### src/hw/rtl/tms_pkg.sv
// ----------------------------------------------------------------------------
// tms_pkg
// Shared types, widths and character classes for the text motion landing
// scanner.
// ----------------------------------------------------------------------------
package tms_pkg;

    localparam int LINE_BITS   = 16;
    localparam int COLUMN_BITS = 12;

    // item kinds carried in the action field
    localparam logic ACT_CHAR       = 1'b0;
    localparam logic ACT_EMPTY_LINE = 1'b1;

    typedef struct packed {
        logic       action;
        logic [7:0] ch;
        logic [7:0] lookahead_ch;
        logic       last_in_line;
    } char_item_t;

    typedef struct packed {
        logic [LINE_BITS-1:0]   line;
        logic [COLUMN_BITS-1:0] column;
        logic                   word_begin;
        logic                   word_end;
        logic                   big_word_begin;
        logic                   big_word_end;
        logic                   sentence_start;
        logic                   paragraph_mark;
    } mark_item_t;

    function automatic logic is_blank(input logic [7:0] c);
        return (c == 8'h20) || (c == 8'h09);
    endfunction

    function automatic logic is_word(input logic [7:0] c);
        return ((c >= 8'h61) && (c <= 8'h7a)) ||
               ((c >= 8'h41) && (c <= 8'h5a)) ||
               ((c >= 8'h30) && (c <= 8'h39)) ||
               (c == 8'h5f);
    endfunction

    function automatic logic is_sentence_end(input logic [7:0] c);
        return (c == 8'h2e) || (c == 8'h21) || (c == 8'h3f);
    endfunction

endpackage

### src/hw/rtl/text_motion_landing_scanner_core.sv
// ----------------------------------------------------------------------------
// text_motion_landing_scanner_core
// Marks word, WORD, sentence and paragraph landings for a character stream.
// ----------------------------------------------------------------------------
//  channel | signals                            | payload
//  --------+------------------------------------+-------------
//  input   | char_valid, char_stall (out)       | char_item_t
//  output  | mark_valid (out), mark_stall       | mark_item_t
//
// one item per cycle sustained while mark_stall is low; each item passes
// an input register, the scan logic and a result register. reset clears
// both valid flags and sets all scan state to its initial values.
// char_stall follows mark_stall within the cycle when both registers are full;
// a waiting result blocks new items only once the input register is full too.
// ----------------------------------------------------------------------------
module text_motion_landing_scanner_core
    import tms_pkg::*;
(
    input  logic       clk,
    input  logic       rst_n,
    input  logic       char_valid,
    output logic       char_stall,
    input  char_item_t char_item,
    output logic       mark_valid,
    input  logic       mark_stall,
    output mark_item_t mark_item
);

    logic       in_valid_reg;
    char_item_t in_item_reg;
    logic       out_valid_reg;
    mark_item_t out_item_reg;
    mark_item_t scan_result;
    logic       out_ready;
    logic       advance;

    assign out_ready  = !out_valid_reg || !mark_stall;
    assign advance    = in_valid_reg && out_ready;
    assign char_stall = in_valid_reg && !out_ready;
    assign mark_valid = out_valid_reg;
    assign mark_item  = out_item_reg;

    tms_scan u_scan (
        .clk     (clk),
        .rst_n   (rst_n),
        .advance (advance),
        .item    (in_item_reg),
        .result  (scan_result)
    );

    always_ff @(posedge clk or negedge rst_n)
    begin
        if (!rst_n)
        begin
            in_valid_reg  <= 1'b0;
            out_valid_reg <= 1'b0;
        end
        else
        begin
            if (!char_stall)
                in_valid_reg <= char_valid;
            if (out_ready)
                out_valid_reg <= in_valid_reg;
        end
    end

    always_ff @(posedge clk)
    begin
        if (char_valid && !char_stall)
            in_item_reg <= char_item;
        if (advance)
            out_item_reg <= scan_result;
    end

endmodule

### src/hw/rtl/tms_scan.sv
// ----------------------------------------------------------------------------
// tms_scan
// Scan state (position, previous character, sentence and paragraph history)
// and the landing-mark logic for one item.
// ----------------------------------------------------------------------------
module tms_scan
    import tms_pkg::*;
(
    input  logic       clk,
    input  logic       rst_n,
    input  logic       advance,
    input  char_item_t item,
    output mark_item_t result
);

    logic [7:0]             prev_char_reg, prev_char_next;
    logic                   pending_reg, pending_next;
    logic                   prev_blank_reg, prev_blank_next;
    logic                   has_nonblank_reg, has_nonblank_next;
    logic [LINE_BITS-1:0]   line_reg, line_next;
    logic [COLUMN_BITS-1:0] column_reg, column_next;

    logic at_start;
    logic cb;
    logic cw;
    logic cs;
    logic p_word;
    logic p_big;
    logic n_word;
    logic n_blank;
    logic n_big;
    logic blank_line;
    logic [LINE_BITS-1:0] line_inc;

    always_comb
    begin
        at_start   = (column_reg == '0);
        cb         = is_blank(item.ch);
        cw         = is_word(item.ch);
        cs         = is_sentence_end(item.ch);
        p_word     = !at_start && is_word(prev_char_reg);
        p_big      = !at_start && !is_blank(prev_char_reg);
        n_word     = !item.last_in_line && is_word(item.lookahead_ch);
        n_blank    = !item.last_in_line && is_blank(item.lookahead_ch);
        n_big      = !item.last_in_line && !is_blank(item.lookahead_ch);
        blank_line = !has_nonblank_reg && cb;
        line_inc   = (line_reg == '1) ? line_reg : line_reg + 1'b1;

        result            = '0;
        result.line       = line_reg;
        prev_char_next    = prev_char_reg;
        pending_next      = pending_reg;
        prev_blank_next   = prev_blank_reg;
        has_nonblank_next = has_nonblank_reg;
        line_next         = line_reg;
        column_next       = column_reg;

        if (item.action == ACT_EMPTY_LINE)
        begin
            result.paragraph_mark = 1'b1;
            pending_next          = 1'b0;
            prev_blank_next       = 1'b1;
            line_next             = line_inc;
            column_next           = '0;
            has_nonblank_next     = 1'b0;
            prev_char_next        = '0;
        end
        else
        begin
            result.column         = column_reg;
            result.word_begin     = cw && !p_word;
            result.word_end       = cw && !n_word;
            result.big_word_begin = !cb && !p_big;
            result.big_word_end   = !cb && !n_big;
            result.sentence_start = pending_reg && !cb;

            if (cs && (item.last_in_line || n_blank))
                pending_next = 1'b1;
            else if (!cb || pending_reg)
                pending_next = pending_reg && cb;

            if (item.last_in_line)
            begin
                result.paragraph_mark = blank_line || prev_blank_reg;
                prev_blank_next       = blank_line;
                line_next             = line_inc;
                column_next           = '0;
                has_nonblank_next     = 1'b0;
                prev_char_next        = '0;
            end
            else
            begin
                has_nonblank_next = has_nonblank_reg || !cb;
                column_next       = (column_reg == '1) ? column_reg : column_reg + 1'b1;
                prev_char_next    = item.ch;
            end
        end
    end

    always_ff @(posedge clk or negedge rst_n)
    begin
        if (!rst_n)
        begin
            prev_char_reg    <= '0;
            pending_reg      <= 1'b0;
            prev_blank_reg   <= 1'b1;
            has_nonblank_reg <= 1'b0;
            line_reg         <= '0;
            column_reg       <= '0;
        end
        else if (advance)
        begin
            prev_char_reg    <= prev_char_next;
            pending_reg      <= pending_next;
            prev_blank_reg   <= prev_blank_next;
            has_nonblank_reg <= has_nonblank_next;
            line_reg         <= line_next;
            column_reg       <= column_next;
        end
    end

endmodule
### config.mk
export PLATFORM = sky130hd
export DESIGN_NAME = text_motion_landing_scanner_core
export DESIGN_NICKNAME = d
export VERILOG_FILES = /design/src/hw/rtl/tms_pkg.sv /design/src/hw/rtl/text_motion_landing_scanner_core.sv /design/src/hw/rtl/tms_scan.sv
export SDC_FILE = /design/constraint.sdc
export NUM_CORES = 1
export LEC_CHECK = 0
export ABC_CLOCK_PERIOD_IN_PS = 3130
export BUFFER_PORTS_ARGS = -buffer_cell sky130_fd_sc_hd__buf_4
export CAP_MARGIN = 40
export CORE_MARGIN = 4
export CORE_UTILIZATION = 55
export CTS_BUF_LIST = sky130_fd_sc_hd__clkbuf_8
export DETAILED_ROUTE_END_ITERATION = 6
export PLACE_DENSITY = 0.77
export RECOVER_POWER = 50
export SYNTH_ARGS = -nofsm -noshare
export SYNTH_HDL_FRONTEND = slang
export SYNTH_SLANG_ARGS = --single-unit
### constraint.sdc
create_clock -name clk -period 3.13 [get_ports clk]
set_input_delay 0.1565 -clock clk [delete_from_list [all_inputs] [get_ports clk]]
set_output_delay 0.1565 -clock clk [all_outputs]
set_load 0.01 [all_outputs]
==> results of run 1 <==
-- power breakdown --
part | switching [W] | leakage (nW) | internal (W) | total [W]
Combinational | 0.000179 | 0.746 | 0.000132 | 0.000311
Sequential | 0.000109 | 1.06 | 0.00144 | 0.00154
Clock | 0.000434 | 0.114 | 0.000454 | 0.000888
-- per-layer routing --
layer  up-vias  global-route usage, %  share of wire, %
li1       1399                      -                 -
met5         -                      0                 0
met3        19                   4.18               6.1
met2        97                   33.9                50
met4         0                   9.04               2.4
met1      1374                   24.9                41
-- layout by cell type, fill, tap and decap left out, types with 3 or more instances in the layout --
| cell type | n |
|---|---|
| nand2b_1 | 4 |
| dlygate4sd3_1 | 20 |
| o31ai_1 | 4 |
| nor3_1 | 7 |
| dfrtp_1 | 40 |
| nand3_1 | 20 |
| ha_1 | 3 |
| o21ai_1 | 3 |
| nor4_1 | 3 |
| nand2_1 | 38 |
| nor2_1 | 38 |
| o21ai_0 | 9 |
| a211oi_1 | 3 |
| clkbuf_1 | 34 |
| nor2b_1 | 9 |
| nand4b_1 | 3 |
| edfxtp_1 | 52 |
| clkbuf_8 | 9 |
| nand4_1 | 5 |
| xor2_1 | 4 |
| inv_1 | 7 |
| and3_1 | 5 |
| buf_4 | 8 |
| a21oi_1 | 17 |
| xnor2_1 | 14 |
| clkbuf_4 | 18 |
-- kinds of logic after synthesis --
family	after synthesis	share of synthesized area (%)
xor+xnor	18	3.93
mux	3	0.811
buf+inv	17	1.62
fa+ha+maj	3	0.936
flops	93	64.5
compound gates	57	9.57
simple gates	148	18.6
-- cell type report --
type / instances / area, um^2 / area share [%]
sequential: 93 / 2590 / 53.5
multi-input combinational: 229 / 1360 / 28.1
timing repair buffer: 80 / 523 / 10.8
clock buffer: 9 / 124 / 2.56
tap: 96 / 120 / 2.48
clock inverter: 7 / 96.3 / 1.99
inverter: 8 / 30.0 / 0.620
-- worst min-delay path by stage --
| stage | start | endpoint | slack, ns |
|---|---|---|---|
| 3_3_place_gp | rst_n | u_scan.line_reg[6] | 0.17 |
| 6_report | mark_stall | mark_valid | 0.02 |
| 5_1_grt | mark_stall | mark_valid | 0.006 |
| 4_1_cts | mark_stall | mark_valid | 0.01 |
| 2_1_floorplan | rst_n | in_valid_reg | -0.14 |
| 3_5_place_dp | rst_n | u_scan.line_reg[6] | 0.17 |
-- Yosys cell counts, drive strengths merged (2+ instances only) --
library cell / instances / share of area [%]
a21o: 2 / 0.37
a21oi: 17 / 2.1
a211oi: 3 / 0.56
a31oi: 2 / 0.31
nor4: 4 / 1.0
nand2b: 4 / 0.62
xnor2: 14 / 3.1
o21ai: 12 / 1.5
and2: 2 / 0.31
o311a: 2 / 0.50
nand3b: 2 / 0.37
nand4: 6 / 1.1
buf: 2 / 0.22
or2: 3 / 0.47
nand3: 20 / 2.5
nand4b: 3 / 0.65
dfrtp: 40 / 25
nor2b: 9 / 1.4
mux2: 2 / 0.56
a31o: 2 / 0.44
xor2: 4 / 0.87
ha: 3 / 0.94
and3: 5 / 0.78
inv: 8 / 0.75
edfxtp: 52 / 39
clkbuf: 7 / 0.65
nor3: 7 / 0.87
or3: 2 / 0.31
o31ai: 4 / 0.75
nand2: 38 / 3.6
nor2: 38 / 3.6
-- worst max-delay path: cells and delay by family (launching register included) --
family             cells  cell delay [ns]
DFF                    1             0.65
and+or+nand+nor        2             0.84
AOI/OAI and AO/OA      3             0.50
-- stage by stage --
step                instance area, um^2  cells
finish                             4840    522
global route                       4840    522
CTS                                4970    522
detailed placement                 4550    486
global placement                   4550    486
floorplan                          4010    339
-- timing repair --
action	CTS	global route
hold buffers	20	0
hold endpoints to repair	59	0
buffers inserted	0	0
endpoints found under the setup margin	0	0
==> metrics.md, run 1 <==
| Metric | Value |
|---|---|
| Final period utilization | 65.7% |
| Die Height | 93.4 um |
| TritonCTS buffer count | 9 |
| Diode count | 0 |
| Root buffer cell | clkbuf_8 |
| Min cycle time layout | 2.06 ns |
| Pwr/cell area | 567 nW/um^2 |
| Max Root-Sink Buffers | 2 |
| Residual DRC count | 0 |
| Synth cell types | 57 |
| Unrepaired setup endpoints after global routing | false |
| # port buffers | 57 |
| CP Class | reg2reg |
| CP dominant cell by count | a21oi_1 |
| Mapped Cells | 339 |
| Worst R2R Start | in_item_reg[17] |
| Max VDD drop | 0.298 mV |
| GRT Residual Overflow | 0 |
| Sequential area share after synthesis | 64.5% |
| Worst Hold Class | in2reg |
| Final Util | 69.7% |
| Vias per cell | 5.53 |
| Initial drt markers | 165 |
| Fmax | 0.486 GHz |
| Syn-to-layout area delta | 20.6% |
| Share of layout cells above drive strength 1 | 11.5% |
| Critical Path Source Type | flop |
| Placement Setup Slack | 1.10 ns |
| Vias in the first global route | 2829 |
| All-layer global routing usage | 20.1% |
| Worst Path Required | 3.43 ns |
| Std-Cell Rows | 30 |
| Drt pass-1 iters | 4 |
| Clock latency on the worst-skew pair | 0.36 ns |
| Worst slew pin tran | 0.748 ns |
| Clk_skew | 0.0126 ns |
| Setup slack after layout | 1.07 ns |
| HPWL Detailed | 5180 um |
| Worst setup path startpoint | in_item_reg[17] |
| Max transition margin | 50.1% |
| CTS sink cnt | 93 |
| Status | completed |
| CTS tree | yes |
| Post-Syn Area | 4010 um^2 |
| Pins Over Slew Limit | 0 |
| Cells on Worst Hold Path | 2 |
| Synthesized area per cell | 11.8 um^2 |
| Worst-path clk slew | 0.09 ns |
| Pin count of the biggest net entering global routing | 42 |
| Design Power | 0.00274 W |
| H-Tree Depth | 3 |
| Initial antenna violation count | 0 |
| # nets final | 446 |
| Setup violators final | 0 |
| Max cap viols | 0 |
| CP max stage cell | edfxtp_1 |
| Max reg flops | 34 |
| EDFF count, synth | 52 |
| Critical path cell sequence | or2_1, nor4_4, a21oi_1, a21oi_1, a31o_1 |
| Reg2reg path depth | 5 |
| Total die area | 8730 um^2 |
| WL final | 7890 um |
| Reg-to-Reg End | u_scan.column_reg[6] |
| Core Area | 6940 um^2 |
| Antenna Nets Post-Route | 0 |
| Hold_ws | 0.0238 ns |
| Starting Density | 57.8% |
| Crit path DAT | 2.36 ns |
| Setup TNS | 0 ns |
| Crit path capture | u_scan.column_reg[6] |
| Io pins | 58 |
| Die X | 93.4 um |
| Filler cell count | 510 |
| Synth Flop Type | edfxtp_1 |
| Number of synthesis warnings | 0 |
| Synthesized net count | 364 |
| Fin. Hold Viols | 0 |
| GP Congestion | 0.929 |
| Drt wl/cell | 15.1 um |
| Crit path largest cell delay | 0.65 ns |
| First-pass GRT wire length | 13600 um |
| Ys async rst share | 44.1% |
| PostCTS Resize Cnt | 0 |
| Pleak | 1.92 nW |
| FF-to-FF setup slack | 1.07 ns |
| Vias after detailed routing | 2889 |
| Flops & latches, synth | 93 |
| Worst setup EP type | flop |
| Crit path max fanout | 19 |
(Power assumes the default switching activity.)
==> run 2, diff against run 1 <==
- ABC_CLOCK_PERIOD_IN_PS: 3130 -> 2100
- clock period: 3.13 -> 2.1 ns (I/O delays scaled with it)
==> run 2 against run 1 <==
First-iteration DRC count fell by 20%. Global-route usage fell by 0.92 points. Cell count rose by 0.57%. Critical path depth rose by 1. Setup slack got worse by 0.87 ns. Non-clock buffer count rose by 4. Power rose by 43%. Clock power rose by 27%. Critical endpoint is now u_scan.column_reg[7]. Die area did not move.
==> metrics.md, run 2 (synthesis gave the netlist of run 1 again) <==
| Metric | Value |
|---|---|
| CP max stage cell | dfrtp_1 |
| CP Class | reg2reg |
| Vias in the first global route | 2714 |
| Final period utilization | 90.5% |
| Setup slack after layout | 0.200 ns |
| Die Height | 93.4 um |
| Starting Density | 57.8% |
| Net Sw Frac | 25.3% |
| Power Internal | 0.00292 W |
| Setup violators final | 0 |
| Setup TNS | 0 ns |
| Worst setup EP type | flop |
| Max VDD drop | 0.395 mV |
| Crit path max fanout | 16 |
| Total die area | 8730 um^2 |
| Core Area | 6940 um^2 |
| Diode count | 0 |
| Placed insts | 489 |
| CTS sink cnt | 93 |
| Fmax | 0.526 GHz |
| Filler cell count | 497 |
| Cell area after layout | 4880 um^2 |
| Worst-path clk slew | 0.08 ns |
| TritonCTS buffer count | 9 |
| Initial drt markers | 132 |
| Vias per cell | 5.46 |
| First-pass GRT wire length | 12900 um |
| Worst slew pin tran | 1.02 ns |
| CP dominant cell by count | a21oi_1 |
| PostCTS Resize Cnt | 0 |
| Most common cell after layout, fill and taps aside | edfxtp_1 |
| Drt wl/cell | 15.0 um |
| Max Root-Sink Buffers | 2 |
| Min cycle time layout | 1.90 ns |
| Syn-to-layout area delta | 21.6% |
| Vias after detailed routing | 2865 |
| HPWL Detailed | 5180 um |
| Clk_skew | 0.00959 ns |
| Net Switching | 0.000991 W |
| Worst Hold Class | in2async |
| All-layer global routing usage | 19.2% |
| Critical Path Source Type | flop |
| # nets final | 450 |
| Fin. Hold Viols | 0 |
| Max transition margin | 32.0% |
| Gate power share | 12.5% |
| Critical path cell sequence | a21bo_2, inv_2, nand4_1, a21oi_1, a21oi_1, a31o_1 |
| Final Util | 70.3% |
| Pwr/cell area | 801 nW/um^2 |
| Finished Layout Cells | 525 |
| FF/Latch Area | 2590 um^2 |
| Root buffer cell | clkbuf_8 |
| Std-Cell Rows | 30 |
| Crit path DAT | 2.14 ns |
| Crit path largest cell delay | 0.41 ns |
| # port buffers | 57 |
| Worst Path Required | 2.34 ns |
| Drt pass-1 iters | 4 |
| Commonest non-fill, non-tap cells in the layout | 52 x edfxtp_1, 40 x dfrtp_1, 38 x nor2_1, 38 x nand2_1 |
| Pin count of the biggest net entering global routing | 42 |
| Pleak | 1.97 nW |
| Share of layout cells above drive strength 1 | 14.0% |
| Clk pwr share | 28.8% |
| GRT Residual Overflow | 0 |
| # Post-CTS Setup Buffers | 0 |
| Initial antenna violation count | 0 |
| Area of the multi-input gates | 1360 um^2 |
| H-Tree Depth | 3 |
| CTS tree | yes |
| Die X | 93.4 um |
| Residual DRC count | 0 |
| Placement Setup Slack | 0.279 ns |
| Placed Area | 4570 um^2 |
| Unrepaired setup endpoints after global routing | false |
| WL final | 7850 um |
| Status | completed |
| Seq pwr share | 58.7% |
| GP Congestion | 0.906 |
| Max reg flops | 34 |
| Pins Over Slew Limit | 0 |
| Max cap viols | 0 |
| Clock latency on the worst-skew pair | 0.36 ns |
| Io pins | 58 |
| Antenna Nets Post-Route | 0 |
==> run 2: changes by cell type in the layout (fill, tap and decap cells not counted), sizes merged <==
cell         previous run  this run
dlygate4sd3            20        21
clkinv                  3         2
buf                     8        22
clkbuf                 61        51
bufinv                  2         1
==> run 2: path summary, 6_finish.rpt <==
| check | from | end | slack (ns) | cells past startpoint |
|---|---|---|---|---|
| worst min-delay path | rst_n | u_scan.line_reg[6] | 0.46 | 2 |
| worst max-delay path | mark_valid | u_scan.column_reg[7] | 0.20 | 6 |
| min in group clk | char_item[10] | in_item_reg[10] | 0.48 | 2 |
| worst max register to register | mark_valid | u_scan.column_reg[7] | 0.20 | 6 |
| worst min register to register | in_valid_reg | mark_valid | 0.49 | 1 |
| max in group asynchronous | rst_n | u_scan.column_reg[4] | 1.02 | 2 |
==> run 2: repair_timing <==
item / CTS / global route
setup endpoints to repair: 0 / 0
hold buffers: 21 / 0
hold endpoints to repair: 60 / 0
==> run 2: metal layers <==
metal,track usage (%),share of wire [%]
met5,0,0
met4,8.42,2.2
met3,4.99,5.1
met2,31.4,49
met1,24.0,43
==> run 2: through the flow <==
| stage | hold WS [ns] | power (W) |
|---|---|---|
| global route | 0.472 | 0.00411 |
| floorplan | -0.191 | 0.00258 |
| detailed placement | 0.117 | 0.00283 |
| global placement | 0.117 | 0.00281 |
| CTS | 0.283 | 0.00397 |
| finish | 0.455 | 0.00391 |
==> run 2: power by group through the flow <==
stage	Combinational (W)	Clock [W]	Sequential, W
3_3_place_gp	0.000486	0	0.00232
3_5_place_dp	0.000497	0	0.00233
6_report	0.000489	0.00113	0.00229
5_1_grt	0.000550	0.00124	0.00232
2_1_floorplan	0.000253	0	0.00233
4_1_cts	0.000530	0.00115	0.00229
==> run 2: worst max-delay path: cells and delay by family, from the launching register on <==
family	cells	cell delay, ns
buf+inv	1	0.22
flops	1	0.41
simple gates	1	0.21
compound gates	4	0.94
==> run 2: final cells by class <==
cell class	count	area share, %
multi-input cells	229	27.8
repair buffers	84	12.3
clock buffers	10	2.82
well taps	96	2.46
clock inverters	5	0.949
inverters	8	0.615
flip-flops and latches	93	53.1
==> run 3, diff against run 2 <==
- BUFFER_PORTS_ARGS: -buffer_cell sky130_fd_sc_hd__buf_4 -> -buffer_cell sky130_fd_sc_hd__buf_2
- CTS_BUF_LIST: sky130_fd_sc_hd__clkbuf_8 -> default
- PLACE_DENSITY: 0.77 -> default
- PLACE_DENSITY_LB_ADDON: default -> 0.08
==> run 3 against run 2 <==
Flip-flop and latch count stayed put. Largest cell class unchanged. Largest power group unchanged. Power is 4.2% higher. Critical path depth is 1 lower. Clock power is 15% higher.
==> metrics.md, run 3 (synthesis gave the netlist of run 1 again) <==
| Metric | Value |
|---|---|
| Power Internal | 0.00299 W |
| Die Height | 93.4 um |
| Core Area | 6940 um^2 |
| Cell area after layout | 4850 um^2 |
| Filler cell count | 511 |
| GP Congestion | 0.897 |
| HPWL Detailed | 5240 um |
| Unrepaired setup endpoints after global routing | false |
| Crit path DAT | 2.15 ns |
| Drt pass-1 iters | 4 |
| Starting Density | 57.8% |
| # port buffers | 57 |
| Final period utilization | 88.1% |
| Reg2reg path depth | 5 |
| Crit path max fanout | 7 |
| Status | completed |
| Clock latency on the worst-skew pair | 0.36 ns |
| First-pass GRT wire length | 13100 um |
| Syn-to-layout area delta | 20.8% |
| WL final | 7880 um |
| Setup TNS | 0 ns |
| Seq pwr share | 56.3% |
| Drt wl/cell | 14.9 um |
| Vias after detailed routing | 2876 |
| Worst Hold Class | in2reg |
| Worst-path clk slew | 0.09 ns |
| Initial antenna violation count | 0 |
| CP Class | reg2reg |
| Net Sw Frac | 26.7% |
| Worst setup EP type | flop |
| Pins Over Slew Limit | 0 |
| # nets final | 453 |
| Worst Path Required | 2.40 ns |
| Max transition margin | 20.8% |
| H-Tree Depth | 3 |
| Diode count | 0 |
| Initial drt markers | 77 |
| CTS tree | yes |
| Max cap viols | 0 |
| Worst slew pin tran | 1.19 ns |
| Placed Area | 4450 um^2 |
| Cells on Worst Hold Path | 2 |
| GRT Residual Overflow | 0 |
| # Post-CTS Setup Buffers | 0 |
| Io pins | 58 |
| Vias per cell | 5.44 |
| Antenna Nets Post-Route | 0 |
| Std-Cell Rows | 30 |
| Critical Path Source Type | flop |
| Vias in the first global route | 2779 |
| Pin count of the biggest net entering global routing | 28 |
| Gate power share | 11.7% |
| Clk pwr share | 31.9% |
| Commonest non-fill, non-tap cells in the layout | 52 x edfxtp_1, 40 x dfrtp_1, 38 x nor2_1, 38 x nand2_1, 29 x buf_2 |
| Pwr/cell area | 841 nW/um^2 |
| Share of layout cells above drive strength 1 | 14.1% |
| Max reg flops | 34 |
| Clk_skew | 0.00802 ns |
| Die X | 93.4 um |
| CTS sink cnt | 93 |
| Fin. Hold Viols | 0 |
| Most common cell after layout, fill and taps aside | edfxtp_1 |
| Min cycle time layout | 1.85 ns |
| Total die area | 8730 um^2 |
| Fmax | 0.540 GHz |
| Max Root-Sink Buffers | 2 |
| Max VDD drop | 0.449 mV |
| Residual DRC count | 0 |
| TritonCTS buffer count | 9 |
| Setup violators final | 0 |
| All-layer global routing usage | 19.5% |
| Pleak | 1.95 nW |
| Root buffer cell | clkbuf_8 |
| Net Switching | 0.00109 W |
==> run 3: area by class of cell <==
| cell class | count | area [um^2] | share of cell area, % |
|---|---|---|---|
| sequential | 93 | 2590 | 53.4 |
| multi-input combinational | 229 | 1360 | 28.0 |
| timing repair buffer | 87 | 526 | 10.8 |
| clock buffer | 10 | 149 | 3.07 |
| tap | 96 | 120 | 2.48 |
| clock inverter | 6 | 76.3 | 1.57 |
| inverter | 8 | 30.0 | 0.619 |
==> run 3: power by group through the flow <==
stage | Clock (W) | Sequential (W) | Combinational [W]
floorplan | 0 | 0.00233 | 0.000253
global placement | 0 | 0.00232 | 0.000452
detailed placement | 0 | 0.00233 | 0.000465
CTS | 0.00133 | 0.00229 | 0.000496
global route | 0.00143 | 0.00232 | 0.000543
finish | 0.00130 | 0.00230 | 0.000478
==> run 3: layer usage <==
metal	global-route usage, %	up-vias	wire length (um)
li1	-	1413	-
met1	23.9	1379	3290
met2	33.2	72	4070
met3	4.59	12	355
met4	7.81	0	152
met5	0	-	0
==> run 3: critical path, stage by stage (launching register included) <==
cell and delay [ns]:
edfxtp_1 0.50, or2_1 0.35, nor4_4 0.44, a21oi_1 0.20
a21oi_1 0.19, a31o_1 0.12
==> run 3: path summary, 6_finish.rpt <==
| path | startpoint | to | slack [ns] |
|---|---|---|---|
| worst max-delay path | in_item_reg[0] | u_scan.column_reg[7] | 0.25 |
| worst max register to register | in_item_reg[0] | u_scan.column_reg[7] | 0.25 |
| worst min register to register | in_valid_reg | mark_valid | 0.49 |
| min in group asynchronous | rst_n | u_scan.prev_char_reg[1] | 0.51 |
| worst min-delay path | char_item[6] | in_item_reg[6] | 0.45 |
| max in group asynchronous | rst_n | u_scan.column_reg[9] | 0.44 |
==> run 3: through the flow <==
| step | setup WS (ns) | total power, W | hold WS (ns) | instances | util (%) |
|---|---|---|---|---|---|
| 2_1_floorplan | 0.366 | 0.00258 | -0.191 | 339 | - |
| 3_3_place_gp | 0.329 | 0.00277 | 0.102 | 492 | 64.1 |
| 3_5_place_dp | 0.310 | 0.00280 | 0.0941 | 492 | 64.1 |
| 4_1_cts | 0.278 | 0.00412 | 0.228 | 529 | 70.4 |
| 5_1_grt | 0.0981 | 0.00429 | 0.450 | 529 | 69.8 |
| 6_report | 0.250 | 0.00408 | 0.454 | 529 | 69.8 |
==> run 3: what timing repair did <==
item,in CTS,in global routing
endpoints found under the hold margin,38,0
hold buffers,21,0
resized for setup,0,0
